<file path="src/hdl/mfde_pkg.sv">
`default_nettype none
// ----------------------------------------------------------------------------
// mfde_pkg
// Shared types, constants and the 5x7 font for the framebuffer draw engine.
// ----------------------------------------------------------------------------
package mfde_pkg;

   localparam int ScreenWidth  = 300;
   localparam int ScreenHeight = 400;
   localparam int RowBlocks    = (ScreenHeight + 3) / 4;
   localparam int ColPairs     = (ScreenWidth + 1) / 2;
   localparam int StoreBytes   = ColPairs * RowBlocks;
   localparam int AddrW        = $clog2(StoreBytes);

   // request codes
   localparam logic [2:0] REQ_PIXEL   = 3'd0;
   localparam logic [2:0] REQ_OUTLINE = 3'd1;
   localparam logic [2:0] REQ_FILL    = 3'd2;
   localparam logic [2:0] REQ_GLYPH   = 3'd3;
   localparam logic [2:0] REQ_CLEAR   = 3'd4;
   localparam logic [2:0] REQ_READ    = 3'd5;

   typedef enum logic [3:0] {
      ST_IDLE,
      ST_BOX_LOAD,
      ST_PIX_RD,
      ST_PIX_WR,
      ST_PIX_NEXT,
      ST_CLEAR,
      ST_READ_WAIT,
      ST_READ_DONE,
      ST_RESP
   } state_type;

   // controller -> datapath commands
   typedef struct packed {
      logic latch_req;    // capture request fields
      logic box_start;    // load the walker for the current box
      logic pix_read;     // issue store read for current pixel
      logic pix_write;    // write modified byte
      logic walk_step;    // advance the walker
      logic clr_write;    // write clear byte at sweep index
      logic read_issue;   // issue read for read request
      logic read_cap;     // capture read data
      logic rsp_load;     // load response register
   } cmd_type;

   // datapath -> controller status
   typedef struct packed {
      logic box_empty;    // current box draws nothing
      logic walk_last;    // walker at last pixel of box
      logic box_last;     // no more boxes for this request
      logic clr_last;     // sweep at last byte
   } stat_type;

   typedef struct packed {
      logic [2:0]  req_type;
      logic signed [11:0] pos_x;
      logic signed [11:0] pos_y;
      logic [9:0]  rect_w;
      logic [9:0]  rect_h;
      logic [7:0]  char_code;
      logic [3:0]  glyph_scale;
      logic        ink_black;
      logic [13:0] read_index;
   } req_type_t_type;

   typedef struct packed {
      logic [7:0] read_data;
      logic       op_done;
   } rsp_payload_type;

   // font slot lookup, lower case folded to upper case, unknown -> space
   function automatic logic [5:0] font_slot(input logic [7:0] code);
      logic [7:0] c;
      logic [5:0] k;
      c = (code >= 8'h61 && code <= 8'h7a) ? code - 8'd32 : code;
      unique case (c)
         8'h25: k = 6'd1;  8'h2d: k = 6'd2;  8'h2e: k = 6'd3;  8'h2f: k = 6'd4;
         8'h30: k = 6'd5;  8'h31: k = 6'd6;  8'h32: k = 6'd7;  8'h33: k = 6'd8;
         8'h34: k = 6'd9;  8'h35: k = 6'd10; 8'h36: k = 6'd11; 8'h37: k = 6'd12;
         8'h38: k = 6'd13; 8'h39: k = 6'd14; 8'h3a: k = 6'd15; 8'h41: k = 6'd16;
         8'h43: k = 6'd17; 8'h44: k = 6'd18; 8'h45: k = 6'd19; 8'h46: k = 6'd20;
         8'h47: k = 6'd21; 8'h48: k = 6'd22; 8'h49: k = 6'd23; 8'h4b: k = 6'd24;
         8'h4c: k = 6'd25; 8'h4d: k = 6'd26; 8'h4e: k = 6'd27; 8'h4f: k = 6'd28;
         8'h50: k = 6'd29; 8'h52: k = 6'd30; 8'h53: k = 6'd31; 8'h54: k = 6'd32;
         8'h55: k = 6'd33; 8'h57: k = 6'd34; 8'h58: k = 6'd35; 8'h59: k = 6'd36;
         default: k = 6'd0;
      endcase
      return k;
   endfunction

   // one 35-bit glyph, row 0 in bits [34:30], col 0 the MSB of each row
   function automatic logic [34:0] font_bits(input logic [5:0] k);
      logic [34:0] g;
      unique case (k)
         6'd1:  g = {5'h19,5'h19,5'h02,5'h04,5'h08,5'h13,5'h13};
         6'd2:  g = {5'h00,5'h00,5'h00,5'h1f,5'h00,5'h00,5'h00};
         6'd3:  g = {5'h00,5'h00,5'h00,5'h00,5'h00,5'h0c,5'h0c};
         6'd4:  g = {5'h01,5'h02,5'h04,5'h08,5'h10,5'h00,5'h00};
         6'd5:  g = {5'h0e,5'h11,5'h13,5'h15,5'h19,5'h11,5'h0e};
         6'd6:  g = {5'h04,5'h0c,5'h04,5'h04,5'h04,5'h04,5'h0e};
         6'd7:  g = {5'h0e,5'h11,5'h01,5'h02,5'h04,5'h08,5'h1f};
         6'd8:  g = {5'h1e,5'h01,5'h01,5'h0e,5'h01,5'h01,5'h1e};
         6'd9:  g = {5'h02,5'h06,5'h0a,5'h12,5'h1f,5'h02,5'h02};
         6'd10: g = {5'h1f,5'h10,5'h10,5'h1e,5'h01,5'h01,5'h1e};
         6'd11: g = {5'h06,5'h08,5'h10,5'h1e,5'h11,5'h11,5'h0e};
         6'd12: g = {5'h1f,5'h01,5'h02,5'h04,5'h08,5'h08,5'h08};
         6'd13: g = {5'h0e,5'h11,5'h11,5'h0e,5'h11,5'h11,5'h0e};
         6'd14: g = {5'h0e,5'h11,5'h11,5'h0f,5'h01,5'h02,5'h0c};
         6'd15: g = {5'h00,5'h0c,5'h0c,5'h00,5'h0c,5'h0c,5'h00};
         6'd16: g = {5'h0e,5'h11,5'h11,5'h1f,5'h11,5'h11,5'h11};
         6'd17: g = {5'h0e,5'h11,5'h10,5'h10,5'h10,5'h11,5'h0e};
         6'd18: g = {5'h1c,5'h12,5'h11,5'h11,5'h11,5'h12,5'h1c};
         6'd19: g = {5'h1f,5'h10,5'h10,5'h1e,5'h10,5'h10,5'h1f};
         6'd20: g = {5'h1f,5'h10,5'h10,5'h1e,5'h10,5'h10,5'h10};
         6'd21: g = {5'h0e,5'h11,5'h10,5'h17,5'h11,5'h11,5'h0f};
         6'd22: g = {5'h11,5'h11,5'h11,5'h1f,5'h11,5'h11,5'h11};
         6'd23: g = {5'h0e,5'h04,5'h04,5'h04,5'h04,5'h04,5'h0e};
         6'd24: g = {5'h11,5'h12,5'h14,5'h18,5'h14,5'h12,5'h11};
         6'd25: g = {5'h10,5'h10,5'h10,5'h10,5'h10,5'h10,5'h1f};
         6'd26: g = {5'h11,5'h1b,5'h15,5'h15,5'h11,5'h11,5'h11};
         6'd27: g = {5'h11,5'h19,5'h15,5'h13,5'h11,5'h11,5'h11};
         6'd28: g = {5'h0e,5'h11,5'h11,5'h11,5'h11,5'h11,5'h0e};
         6'd29: g = {5'h1e,5'h11,5'h11,5'h1e,5'h10,5'h10,5'h10};
         6'd30: g = {5'h1e,5'h11,5'h11,5'h1e,5'h14,5'h12,5'h11};
         6'd31: g = {5'h0f,5'h10,5'h10,5'h0e,5'h01,5'h01,5'h1e};
         6'd32: g = {5'h1f,5'h04,5'h04,5'h04,5'h04,5'h04,5'h04};
         6'd33: g = {5'h11,5'h11,5'h11,5'h11,5'h11,5'h11,5'h0e};
         6'd34: g = {5'h11,5'h11,5'h11,5'h15,5'h15,5'h15,5'h0a};
         6'd35: g = {5'h11,5'h11,5'h0a,5'h04,5'h0a,5'h11,5'h11};
         6'd36: g = {5'h11,5'h11,5'h0a,5'h04,5'h04,5'h04,5'h04};
         default: g = '0;
      endcase
      return g;
   endfunction

endpackage
`default_nettype wire

</file>
<file path="src/hdl/mfde_ctrl.sv">
`default_nettype none
// ----------------------------------------------------------------------------
// mfde_ctrl
// Request sequencer: walks boxes pixel by pixel, sweeps clears, reads.
// ----------------------------------------------------------------------------
module mfde_ctrl (
   input  wire logic               clock,
   input  wire logic               reset,
   input  wire logic               req_valid,
   input  wire logic [2:0]         req_kind,
   input  wire logic               rsp_busy,
   input  wire mfde_pkg::stat_type stat,
   output      logic               req_ready,
   output      mfde_pkg::cmd_type  cmd
);
   mfde_pkg::state_type state_ff, state_in;

   always_ff @(posedge clock) begin
      if (reset) begin
         state_ff <= mfde_pkg::ST_IDLE;
      end else begin
         state_ff <= state_in;
      end
   end

   // next state
   always_comb begin
      state_in = state_ff;
      unique case (state_ff)
         mfde_pkg::ST_IDLE: begin
            if (req_valid && !rsp_busy) begin
               priority case (req_kind)
                  mfde_pkg::REQ_PIXEL, mfde_pkg::REQ_OUTLINE,
                  mfde_pkg::REQ_FILL, mfde_pkg::REQ_GLYPH:
                     state_in = mfde_pkg::ST_BOX_LOAD;
                  mfde_pkg::REQ_CLEAR: state_in = mfde_pkg::ST_CLEAR;
                  mfde_pkg::REQ_READ:  state_in = mfde_pkg::ST_READ_WAIT;
                  default:             state_in = mfde_pkg::ST_RESP;
               endcase
            end
         end
         mfde_pkg::ST_BOX_LOAD: begin
            if (stat.box_empty) begin
               state_in = stat.box_last ? mfde_pkg::ST_RESP : mfde_pkg::ST_BOX_LOAD;
            end else begin
               state_in = mfde_pkg::ST_PIX_RD;
            end
         end
         mfde_pkg::ST_PIX_RD: state_in = mfde_pkg::ST_PIX_WR;
         mfde_pkg::ST_PIX_WR: state_in = mfde_pkg::ST_PIX_NEXT;
         mfde_pkg::ST_PIX_NEXT: begin
            if (!stat.walk_last) begin
               state_in = mfde_pkg::ST_PIX_RD;
            end else if (stat.box_last) begin
               state_in = mfde_pkg::ST_RESP;
            end else begin
               state_in = mfde_pkg::ST_BOX_LOAD;
            end
         end
         mfde_pkg::ST_CLEAR: begin
            if (stat.clr_last) state_in = mfde_pkg::ST_RESP;
         end
         mfde_pkg::ST_READ_WAIT: state_in = mfde_pkg::ST_READ_DONE;
         mfde_pkg::ST_READ_DONE: state_in = mfde_pkg::ST_RESP;
         mfde_pkg::ST_RESP:      state_in = mfde_pkg::ST_IDLE;
         default:                state_in = mfde_pkg::ST_IDLE;
      endcase
   end

   // outputs
   always_comb begin
      cmd       = '0;
      req_ready = 1'b0;
      unique case (state_ff)
         mfde_pkg::ST_IDLE: begin
            req_ready     = !rsp_busy;
            cmd.latch_req = req_valid && !rsp_busy;
         end
         mfde_pkg::ST_BOX_LOAD:  cmd.box_start  = 1'b1;
         mfde_pkg::ST_PIX_RD:    cmd.pix_read   = 1'b1;
         mfde_pkg::ST_PIX_WR:    cmd.pix_write  = 1'b1;
         mfde_pkg::ST_PIX_NEXT:  cmd.walk_step  = 1'b1;
         mfde_pkg::ST_CLEAR:     cmd.clr_write  = 1'b1;
         mfde_pkg::ST_READ_WAIT: cmd.read_issue = 1'b1;
         mfde_pkg::ST_READ_DONE: cmd.read_cap   = 1'b1;
         mfde_pkg::ST_RESP:      cmd.rsp_load   = 1'b1;
         default: ;
      endcase
   end
endmodule
`default_nettype wire

</file>
<file path="config.mk">
export PLATFORM = sky130hd
export DESIGN_NAME = mfde_ctrl
export DESIGN_NICKNAME = d
export VERILOG_FILES = /design/src/hdl/mfde_pkg.sv /design/src/hdl/mfde_ctrl.sv
export SDC_FILE = /design/constraint.sdc
export NUM_CORES = 1
export LEC_CHECK = 0
export BUFFER_PORTS_ARGS = -buffer_cell sky130_fd_sc_hd__buf_2
export CORE_AREA = 10 10 47 49
export CTS_CLUSTER_SIZE = 24
export DETAILED_ROUTE_END_ITERATION = 16
export DIE_AREA = 0 0 57 59
export PLACE_DENSITY_LB_ADDON = 0.25
export REMOVE_ABC_BUFFERS = 1
export SLEW_MARGIN = 15
export SYNTH_ARGS = -nofsm -noshare
export SYNTH_HDL_FRONTEND = slang
export SYNTH_SLANG_ARGS = --single-unit
</file>
<file path="constraint.sdc">
create_clock -name clock -period 1.55 [get_ports clock]
set_input_delay 0.0775 -clock clock [delete_from_list [all_inputs] [get_ports clock]]
set_output_delay 0.0775 -clock clock [all_outputs]
set_load 0.02 [all_outputs]
</file>
=== After elaboration in Yosys (flattened, before gate mapping) ===
Cells that the tools add are included.
W data, S select, Z words.

* Word-level logic and storage cells: 39
* Input bits: 11
* Output and inout bits: 10
* Flip-flop bits (word level): 4

* Reduce and logical (&&, ||, !) cells: 6
* Mux-type cells: 17
* Equality and inequality tests: 15

{| class="wikitable"
|+ Operators with widths
! operator !! number
|-
| $pmux W4 S8 || 1
|-
| $mux W4 || 5
|-
| $eq A4 B3 Y1 const B || 4
|-
| $pmux W4 S3 || 1
|-
| $mux W1 || 10
|-
| $eq A4 B2 Y1 const B || 2
|-
| $eq A3 B2 Y1 const B || 2
|-
| $eq A3 B3 Y1 const B || 2
|-
| $eq A4 B1 Y1 const B || 1
|-
| $eq A4 B4 Y1 const B || 1
|-
| $logic_not A4 Y1 || 1
|-
| $ne A2 B2 Y1 const B || 2
|-
| $reduce_or A4 Y1 || 1
|-
| $eq A3 B1 Y1 const B || 1
|-
| $logic_not A3 Y1 || 1
|-
| $reduce_and A2 Y1 || 1
|-
| $logic_and A1 B1 Y1 || 1
|-
| $logic_not A1 Y1 || 1
|}

=== Longest topological paths before layout ===
Gate-level depths: netlist of run 1.

* Depth after elaboration: 5
* Gate-level depth with buffers: 4
* Mapped depth without buffers: 3

=== Worst setup path before layout of run 1 ===
No wires, ideal clock.

* Kind: register to output
* Start point: register state_ff[1]
* End point: output cmd[6] (netlist name)
* Data required time: 1.472 ns
* Path buffers: 1
* Cell stages (with the launch flop): 4
* Path slack: 0.280 ns
* Arrival time: 1.193 ns
* Cells stage by stage: dfxtp_1 > buf_4 > or2b_1 > nor3_1

{| class="wikitable"
|+ RTL lines
! what !! line !! source
|-
| from (decl) || mfde_ctrl.sv:16 || <nowiki>mfde_pkg::state_type state_ff, state_in;</nowiki>
|-
| from (signal assigned) || mfde_ctrl.sv:20 || <nowiki>state_ff <= mfde_pkg::ST_IDLE;</nowiki>
|-
| from (signal assigned) || mfde_ctrl.sv:22 || <nowiki>state_ff <= state_in;</nowiki>
|-
| to (decl) || mfde_ctrl.sv:14 || <nowiki>output mfde_pkg::cmd_type cmd</nowiki>
|}

==> results of run 1 <==
## what timing repair did
action                     CTS  global route
pin swaps                    0             0
resized for setup            1             2
setup endpoints to repair    1             4
## critical path, stage by stage, from the launching register on
cell                      delay, ps
sky130_fd_sc_hd__dfxtp_2        420
sky130_fd_sc_hd__buf_4          160
sky130_fd_sc_hd__or2b_1         250
sky130_fd_sc_hd__nor3_1         120
sky130_fd_sc_hd__buf_2          190
## worst max path at each step
stage / from / endpoint / slack (ps) / cells past startpoint
global placement: state_ff[0]$_SDFFE_PP0P_ / state_ff[0]$_SDFFE_PP0P_ / 120 / 3
detailed placement: state_ff[0]$_SDFFE_PP0P_ / state_ff[0]$_SDFFE_PP0P_ / 150 / 3
CTS: state_ff[2]$_SDFFE_PP0P_ / cmd[8] / 50 / 5
floorplan: state_ff[0]$_SDFFE_PP0P_ / state_ff[2]$_SDFFE_PP0P_ / 240 / 3
global route: state_ff[1]$_SDFFE_PP0P_ / cmd[6] / 2 / 4
finish: state_ff[1]$_SDFFE_PP0P_ / cmd[6] / 110 / 4
## area by class of cell
class	count	area [sq um]
fill	165	840
multi-input combinational	44	295
timing repair buffer	25	138
sequential	4	82.6
clock buffer	3	22.5
tap	16	20.0
inverter	1	3.75
## Yosys cell counts (all sizes together), types with 2 or more instances
cell    n
dfxtp   4
nand2b  3
nand2   4
nor3    4
a31oi   2
o21ai   4
buf     4
nor2    9
and4bb  2
## power by group through the flow
| stage | combinational, mW | clock, mW | sequential [mW] |
|---|---|---|---|
| 3_5_place_dp | 0.178 | 0 | 0.138 |
| 3_3_place_gp | 0.179 | 0 | 0.138 |
| 6_report | 0.179 | 0.131 | 0.138 |
| 4_1_cts | 0.179 | 0.139 | 0.137 |
| 5_1_grt | 0.197 | 0.152 | 0.141 |
| 2_1_floorplan | 0.108 | 0 | 0.136 |
## per-layer routing
layer | wire [microns] | global-route usage
met3 | 38 | 0.0193
met1 | 538 | 0.0801
met5 | 0 | 0
met2 | 662 | 0.133
met4 | 17 | 0.0403
## per-stage QoR
step,instance area (sq um),hold slack [ps],power (mW),worst slack [ps]
after floorplan,377,235,0.243,241
after global placement,534,384,0.317,117
after detailed placement,534,387,0.316,151
after CTS,558,138,0.455,52.6
after global routing,562,141,0.489,2.26
final,562,143,0.447,108
## cell families (layout without fill, tap and decap cells)
family                 Yosys count  in the layout  share of synthesized area
and+or+nand+nor                 32             32                      0.479
AOI/OAI and AO/OA               12             12                      0.222
DFF                              4              4                      0.192
buffers and inverters            5             29                      0.108
==> qor.csv, run 1 <==
metric,value,unit
result of the run,"complete, no violations",
net switching power,0.161,mW
count of mapped cells out of synthesis,53,
origin of the worst min-delay path,reset,
slew margin rel.,0.749,
flip-flop count of the largest register after layout,4,
TritonCTS clock tree,built,
"FF+latch count, synth",4,
final period demand of the worst path,1440,ps
buffer levels on the longest clock path,2,
part of the total power dissipated in combinational logic,0.400,
maximum number of pins on one net before global-route repair,13,
"area leader, netlist",sky130_fd_sc_hd__dfxtp_1,
Post-Layout Cell Count,93,
DRT iter0 DRCs,8,
CTS buffer count,3,
post-CTS setup buffer count,0,
period utilization,0.930,
number of sinks handled by clock tree synthesis,4,
Final Max Tran Viols,0,
overall die area,3360,sq um
count of different cell masters after synthesis,28,
DRC violation count after routing,0,
half-perimeter wire length after detailed placement,1010,microns
area added between synthesis and finish,34.4,%
Total Nets Final,90,
hold-critical path depth,3,
crit end category,primary output,
power per unit of standard cell area,796,nW/um^2
clock latency of the later-clocked register in the worst-skew pair,230,ps
"most common cell after layout, fill and taps aside",sky130_fd_sc_hd__buf_2,
worst supply voltage drop on vdd,0.267,mV
CP Launch Type,flop,
summed instance area of the synthesized netlist,418,sq um
number of iterations in the first detailed-routing pass,4,
residual antenna-violating net count after detailed routing,0,
transition at the pin with the smallest max-transition slack,372,ps
final RePlAce weighted congestion,0.789,
share of final-layout standard cells stronger than drive strength 1,0.481,
"top cells by area, synth","sky130_fd_sc_hd__dfxtp_1 (19%), sky130_fd_sc_hd__nor2_1 (8.1%), sky130_fd_sc_hd__buf_6 (8.1%), sky130_fd_sc_hd__and4bb_2 (6.0%), sky130_fd_sc_hd__nor3_1 (4.8%)",
Lkg Pwr,0.274,nW
wire length of the first global-routing pass,2110,microns
Critical Path RT,1470,ps
critical path type,reg -> out,
unrepaired setup endpoints after global routing,no,
final hold violations,0,
most frequent cells in the layout,"sky130_fd_sc_hd__buf_2 (20), sky130_fd_sc_hd__nor2_1 (8), sky130_fd_sc_hd__buf_4 (5)",
number of placed I/O pins,21,
starting density of the core,0.298,
internal power consumption,0.286,mW
root cell of the clock tree,sky130_fd_sc_hd__clkbuf_4,
utilization of the core after routing,0.401,
antenna cell count,0,
most used flip-flop cell after synthesis,sky130_fd_sc_hd__dfxtp_1,
number of enable-type register cells in the synthesized netlist,0,
antenna violations before repair,0,
number of placement rows,14,
number of global-route vias before repair,489,
Reg2Reg Setup Slack,190,ps
largest registers,state_ff: 4 flops,
hold_buf cts,0,
count of input and output buffers,20,
placed instance count,90,
net switching fraction of the power,0.361,
Critical Path Fanout Max,10,
number of violations of the max-capacitance limit,0,
post-synthesis async set-or-reset flop share,0,
H-tree level count,1,
core box area,1400,sq um
post-detailed-routing wire length,1260,microns
setup_tns,0,ps
highest achievable clock rate,0.694,GHz
Total GRT Usage,0.0754,
most flop-heavy register,state_ff,
final number of setup-violating endpoints,0,
total congestion overflow after global routing,0,
source of the worst register-to-register timing path,state_ff[2]$_SDFFE_PP0P_,
Vert. Die Dim,59,microns
Chip Width,57,microns
average routed wire per standard cell,13.5,microns
R2R depth,4,
Worst Hold End,state_ff[0]$_SDFFE_PP0P_,
Clk network pwr share,0.292,
min-delay worst type,in -> reg,
mean number of vias per cell,5.25,
area share of the leading cell type in the synthesized netlist,0.192,
synthesis warning total,0,
destination of the worst register-to-register timing path,state_ff[0]$_SDFFE_PP0P_,
average footprint of a synthesized cell,7.88,sq um
sequential cell area fraction in the yosys report,0.192,
worst endpoint data arrival time,1360,ps
clock edge transition at the registers on the reported setup and hold paths,40,ps
sequential share of power,0.308,
largest clock skew in the final design,1.38,ps
total number of vias,488,
No activity file was read; power rests on OpenSTA's default activity.
==> inputs of run 2 (changes only) <==
--- a/config.mk
+++ b/config.mk
@@ -5,6 +5,7 @@
 export SDC_FILE = /design/constraint.sdc
 export NUM_CORES = 1
 export LEC_CHECK = 0
+export ABC_AREA = 1
 export BUFFER_PORTS_ARGS = -buffer_cell sky130_fd_sc_hd__buf_2
 export CORE_AREA = 10 10 47 49
 export CTS_CLUSTER_SIZE = 24
==> run 2 against run 1 <==
First-iteration DRC count increased by 75%. Fmax grew 4.1%. Clock power barely moved. Hold slack worse by 90 ps. Non-clock buffer count decreased by 5. Register-to-register slack improved by 80 ps. Sequential power down 10%. Synthesized area is 12% lower. Total power is 6.0% lower. Core utilization is 3.2 points lower. Synthesized cell count grew 32%.
==> qor.csv, run 2 <==
metric,value,unit
largest clock skew in the final design,6.99,ps
synthesis warning total,0,
unrepaired setup endpoints after global routing,no,
total congestion overflow after global routing,0,
period utilization,0.893,
post-CTS setup buffer count,0,
min-delay worst type,in -> reg,
buffer levels on the longest clock path,2,
mean number of vias per cell,4.67,
"slowest stage delay, CP",450,ps
number of violations of the max-capacitance limit,0,
power per unit of standard cell area,813,nW/um^2
critical path type,reg -> out,
transition at the pin with the smallest max-transition slack,262,ps
Total Nets Final,106,
slew margin rel.,0.825,
Critical Path Fanout Max,7,
utilization of the core after routing,0.369,
final number of setup-violating endpoints,0,
residual antenna-violating net count after detailed routing,0,
half-perimeter wire length after detailed placement,1030,microns
wire length of the first global-routing pass,1890,microns
most used standard cells in the synthesized netlist,"sky130_fd_sc_hd__inv_1 (14), sky130_fd_sc_hd__nand2_1 (14), sky130_fd_sc_hd__nor2_1 (13)",
share of final-layout standard cells stronger than drive strength 1,0.301,
highest achievable clock rate,0.722,GHz
number of enable-type register cells in the synthesized netlist,0,
series of cell instances along the critical path,"inv_2, nor3_2, inv_1, nor2_1, buf_2",
maximum number of pins on one net before global-route repair,8,
sequential cell area fraction in the yosys report,0.217,
DRT iter0 DRCs,14,
worst hold margin,53.5,ps
Vert. Die Dim,59,microns
CTS buffer count,3,
number of placed I/O pins,21,
most flop-heavy register,state_ff,
Total GRT Usage,0.0653,
largest registers,state_ff: 4 flops,
post-detailed-routing wire length,1180,microns
final period demand of the worst path,1380,ps
DRC violation count after routing,0,
count of different cell masters after synthesis,15,
number of global-route vias before repair,507,
summed instance area of the synthesized netlist,369,sq um
Final Max Tran Viols,0,
H-tree level count,1,
fill cell total of the finished layout,173,
"FF+latch count, synth",4,
count of input and output buffers,20,
Critical Path RT,1470,ps
worst supply voltage drop on vdd,0.377,mV
cell type of the slowest stage on the worst timing path,sky130_fd_sc_hd__dfxtp_1,
Lkg Pwr,0.324,nW
clock latency of the later-clocked register in the worst-skew pair,240,ps
most frequent cells in the layout,"sky130_fd_sc_hd__buf_2 (20), sky130_fd_sc_hd__nand2_1 (14), sky130_fd_sc_hd__inv_1 (14)",
number of iterations in the first detailed-routing pass,4,
"top cells by area, synth","sky130_fd_sc_hd__dfxtp_1 (22%), sky130_fd_sc_hd__inv_1 (14%), sky130_fd_sc_hd__nand2_1 (14%), sky130_fd_sc_hd__nor2_1 (13%), sky130_fd_sc_hd__nand3_1 (11%)",
number of sinks handled by clock tree synthesis,4,
"most common cell after layout, fill and taps aside",sky130_fd_sc_hd__buf_2,
area share of the leading cell type in the synthesized netlist,0.217,
antenna violations before repair,0,
final critical-path setup slack,165,ps
setup_tns,0,ps
total number of vias,509,
result of the run,"complete, no violations",
Chip Width,57,microns
Worst Setup Slack post-DPL,241,ps
most used flip-flop cell after synthesis,sky130_fd_sc_hd__dfxtp_1,
CP Launch Type,flop,
final hold violations,0,
overall die area,3360,sq um
average routed wire per standard cell,10.8,microns
final RePlAce weighted congestion,0.766,
antenna cell count,0,
root cell of the clock tree,sky130_fd_sc_hd__clkbuf_4,
core box area,1400,sq um
number of placement rows,14,
starting density of the core,0.263,
crit end category,primary output,
TritonCTS clock tree,built,
post-synthesis async set-or-reset flop share,0,
clock edge transition at the registers on the reported setup and hold paths,40,ps
"area leader, netlist",sky130_fd_sc_hd__dfxtp_1,
average footprint of a synthesized cell,5.27,sq um
flip-flop count of the largest register after layout,4,
count of mapped cells out of synthesis,70,
worst endpoint data arrival time,1310,ps
area added between synthesis and finish,40.0,%
hold_buf cts,0,
Overall Power,0.420,mW
-- run 2: repair_timing --
action                                  in CTS  in global routing
endpoints found under the setup margin       0                  2
resized for setup                            0                  1
endpoints found under the hold margin        0                  0
-- run 2: path summary, 6_finish.rpt --
path,to,startpoint,depth (start not counted),slack (ps)
worst max register to register,state_ff[0]$_SDFFE_PP0P_,state_ff[0]$_SDFFE_PP0P_,7,270
worst min register to register,state_ff[2]$_SDFFE_PP0P_,state_ff[2]$_SDFFE_PP0P_,4,710
worst min-delay path,state_ff[0]$_SDFFE_PP0P_,reset,2,50
worst max-delay path,cmd[6],state_ff[1]$_SDFFE_PP0P_,5,170
-- run 2: routing by layer --
layer  global-route usage  vias to the layer above  share of wire
met5                    0                        -              0
met2                0.116                       17           0.49
met4               0.0302                        0              0
met3               0.0172                        0          0.070
li1                     -                      265              -
met1               0.0702                      227           0.44
-- run 2: worst max-delay path: cells and delay by family (launching register included) --
family                 cells  cell delay, ps
and+or+nand+nor            2             280
DFF                        1             450
buffers and inverters      3             330
-- run 2: where the power goes --
group	leakage (nW)	total [mW]	internal (mW)	switching, mW
Sequential	0.0325	0.124	0.112	0.0126
Clock	0.0138	0.132	0.0868	0.0455
Combinational	0.278	0.163	0.0572	0.106
Total	0.324	0.420	0.256	0.164
-- run 2: through the flow --
stage,area [sq um],instances
after floorplan,369,70
after global placement,489,106
after detailed placement,489,106
after CTS,512,109
after global routing,517,109
final,517,109
-- run 2: area by class of cell --
type                       count  area [sq um]  share of cell area
clock buffer                   3          22.5              0.0436
inverter                      16          60.1               0.116
multi-input combinational     50           234               0.453
sequential                     4          80.1               0.155
tap                           16          20.0              0.0387
timing repair buffer          20           100               0.194
-- run 2: kinds of logic after synthesis --
| logic type | count (synthesis) | share of synthesized area |
|---|---|---|
| AND/OR/NAND/NOR | 46 | 0.556 |
| flip-flops | 4 | 0.217 |
| buffers and inverters | 16 | 0.163 |
| AO/OA/AOI/OAI | 4 | 0.0644 |
==> inputs of run 3 (changes only) <==
--- a/config.mk
+++ b/config.mk
@@ -8,7 +8,7 @@
 export ABC_AREA = 1
 export BUFFER_PORTS_ARGS = -buffer_cell sky130_fd_sc_hd__buf_2
 export CORE_AREA = 10 10 47 49
-export CTS_CLUSTER_SIZE = 24
+export CTS_CLUSTER_SIZE = 28
 export DETAILED_ROUTE_END_ITERATION = 16
 export DIE_AREA = 0 0 57 59
 export PLACE_DENSITY_LB_ADDON = 0.25
==> constraint.sdc (replaced) <==
create_clock -name clock -period 1.55 [get_ports clock]
set_input_delay 0.31 -clock clock [delete_from_list [all_inputs] [get_ports clock]]
set_output_delay 0.31 -clock clock [all_outputs]
set_load 0.02 [all_outputs]
==> run 3 against run 2 <==
Core utilization rose by 1.9 points. Total power rose by 1.0%. Final area rose by 5.1%. Sequential share of layout area rose by 0.40 points. Fmax fell by 8.2%. Via count did not move. Cell count did not move. Clock-buffer cell count did not move. Critical path type unchanged.
==> qor.csv, run 3 (synthesis gave the netlist of run 2 again) <==
metric,value,unit
number of sinks handled by clock tree synthesis,4,
Chip Width,57,microns
utilization of the core after routing,0.388,
Total Nets Final,106,
critical path type,reg -> out,
worst supply voltage drop on vdd,0.413,mV
DRT iter0 DRCs,9,
metal3 WL,107,microns
slew margin rel.,0.859,
TritonCTS clock tree,built,
residual antenna-violating net count after detailed routing,0,
met2 wire length,562,microns
most frequent cells in the layout,"sky130_fd_sc_hd__buf_2 (19), sky130_fd_sc_hd__nand2_1 (14), sky130_fd_sc_hd__inv_1 (14)",
most flop-heavy register,state_ff,
Critical Path RT,1240,ps
antenna violations before repair,0,
"most common cell after layout, fill and taps aside",sky130_fd_sc_hd__buf_2,
final RePlAce weighted congestion,0.796,
starting density of the core,0.263,
largest registers,state_ff: 4 flops,
number of iterations in the first detailed-routing pass,4,
share of final-layout standard cells stronger than drive strength 1,0.355,
area added between synthesis and finish,47.1,%
highest achievable clock rate,0.663,GHz
fill cell total of the finished layout,177,
flip-flop count of the largest register after layout,4,
met1 layer wirelength in the final routing,472,microns
clock edge transition at the registers on the reported setup and hold paths,40,ps
highest signal layer in the routed design,met4,
number of global-route vias before repair,475,
number of violations of the max-capacitance limit,0,
CTS buffer count,3,
source of the worst register-to-register timing path,state_ff[0]$_SDFFE_PP0P_,
root cell of the clock tree,sky130_fd_sc_hd__clkbuf_4,
Final Instance Area,543,sq um
Final Max Tran Viols,0,
average routed wire per standard cell,10.6,microns
wire length of the first global-routing pass,1810,microns
worst endpoint data arrival time,1200,ps
startpoint of the most critical setup path,state_ff[1]$_SDFFE_PP0P_,
min-delay worst type,in -> reg,
final number of setup-violating endpoints,0,
antenna cell count,0,
Critical Path Fanout Max,7,
period utilization,0.974,
largest clock skew in the final design,5.93,ps
unrepaired setup endpoints after global routing,yes,
Vert. Die Dim,59,microns
maximum number of pins on one net before global-route repair,8,
number of placement rows,14,
power per unit of standard cell area,782,nW/um^2
H-tree level count,1,
origin of the worst min-delay path,reset,
total number of vias,509,
placed instance count,106,
overall die area,3360,sq um
crit end category,primary output,
worst hold margin,270,ps
CP Launch Type,flop,
Lkg Pwr,0.330,nW
mean number of vias per cell,4.67,
result of the run,"complete, no violations",
placement-stage cell area,489,sq um
Worst Setup Slack post-DPL,143,ps
buffer levels on the longest clock path,2,
total congestion overflow after global routing,0,
final period demand of the worst path,1510,ps
final hold violations,0,
clock latency of the later-clocked register in the worst-skew pair,240,ps
final critical-path setup slack,40.9,ps
post-detailed-routing wire length,1160,microns
Total GRT Usage,0.0652,
half-perimeter wire length after detailed placement,1020,microns
hold_buf cts,0,
DRC violation count after routing,0,
number of placed I/O pins,21,
count of input and output buffers,20,
core box area,1400,sq um
Overall Power,0.424,mW
transition at the pin with the smallest max-transition slack,210,ps
setup_tns,0,ps
Post-Layout Cell Count,109,
[run 3: cell counts in the layout (fill, tap and decap cells not counted)]
No cell type changed its count.
[run 3: metal layers]
metal  global-route usage  vias to the layer above
met5                    0                        -
met4               0.0403                        0
met3               0.0193                        2
met2                0.113                       23
met1               0.0675                      217
li1                     -                      267
[run 3: worst max-delay path, cell delays in order, from the launching register on]
cell                      delay (ps)
sky130_fd_sc_hd__dfxtp_2         390
sky130_fd_sc_hd__inv_2            60
sky130_fd_sc_hd__nor3_2          170
sky130_fd_sc_hd__inv_1            90
sky130_fd_sc_hd__nor2_1           90
sky130_fd_sc_hd__buf_2           170
[run 3: cell type report]
class                   instances  area, sq um  share of cell area
well taps                      16         20.0              0.0369
repair buffers                 20          103               0.189
multi-input cells              50          251               0.463
inverters                      16         60.1               0.111
clock buffers                   3         22.5              0.0415
flip-flops and latches          4         86.3               0.159
[run 3: timing repair]
action                                  4_1_cts  5_1_grt
cloned                                        0        0
setup buffers                                 0        0
resized for setup                             4        6
endpoints found under the setup margin        6        9
[run 3: worst paths after layout]
kind                              end  slack [ps]  cells after the start
max                            cmd[6]          40                      5
min          state_ff[2]$_SDFFE_PP0P_         270                      2
max reg2reg  state_ff[0]$_SDFFE_PP0P_         200                      7
min reg2reg  state_ff[2]$_SDFFE_PP0P_         680                      4
[run 3: power breakdown]
group          internal (mW)  total (mW)  leakage, nW  switching, mW
logic                 0.0611       0.168        0.282          0.107
registers              0.112       0.127       0.0342         0.0149
clock network         0.0866       0.129       0.0138         0.0427
total                  0.260       0.424        0.330          0.165
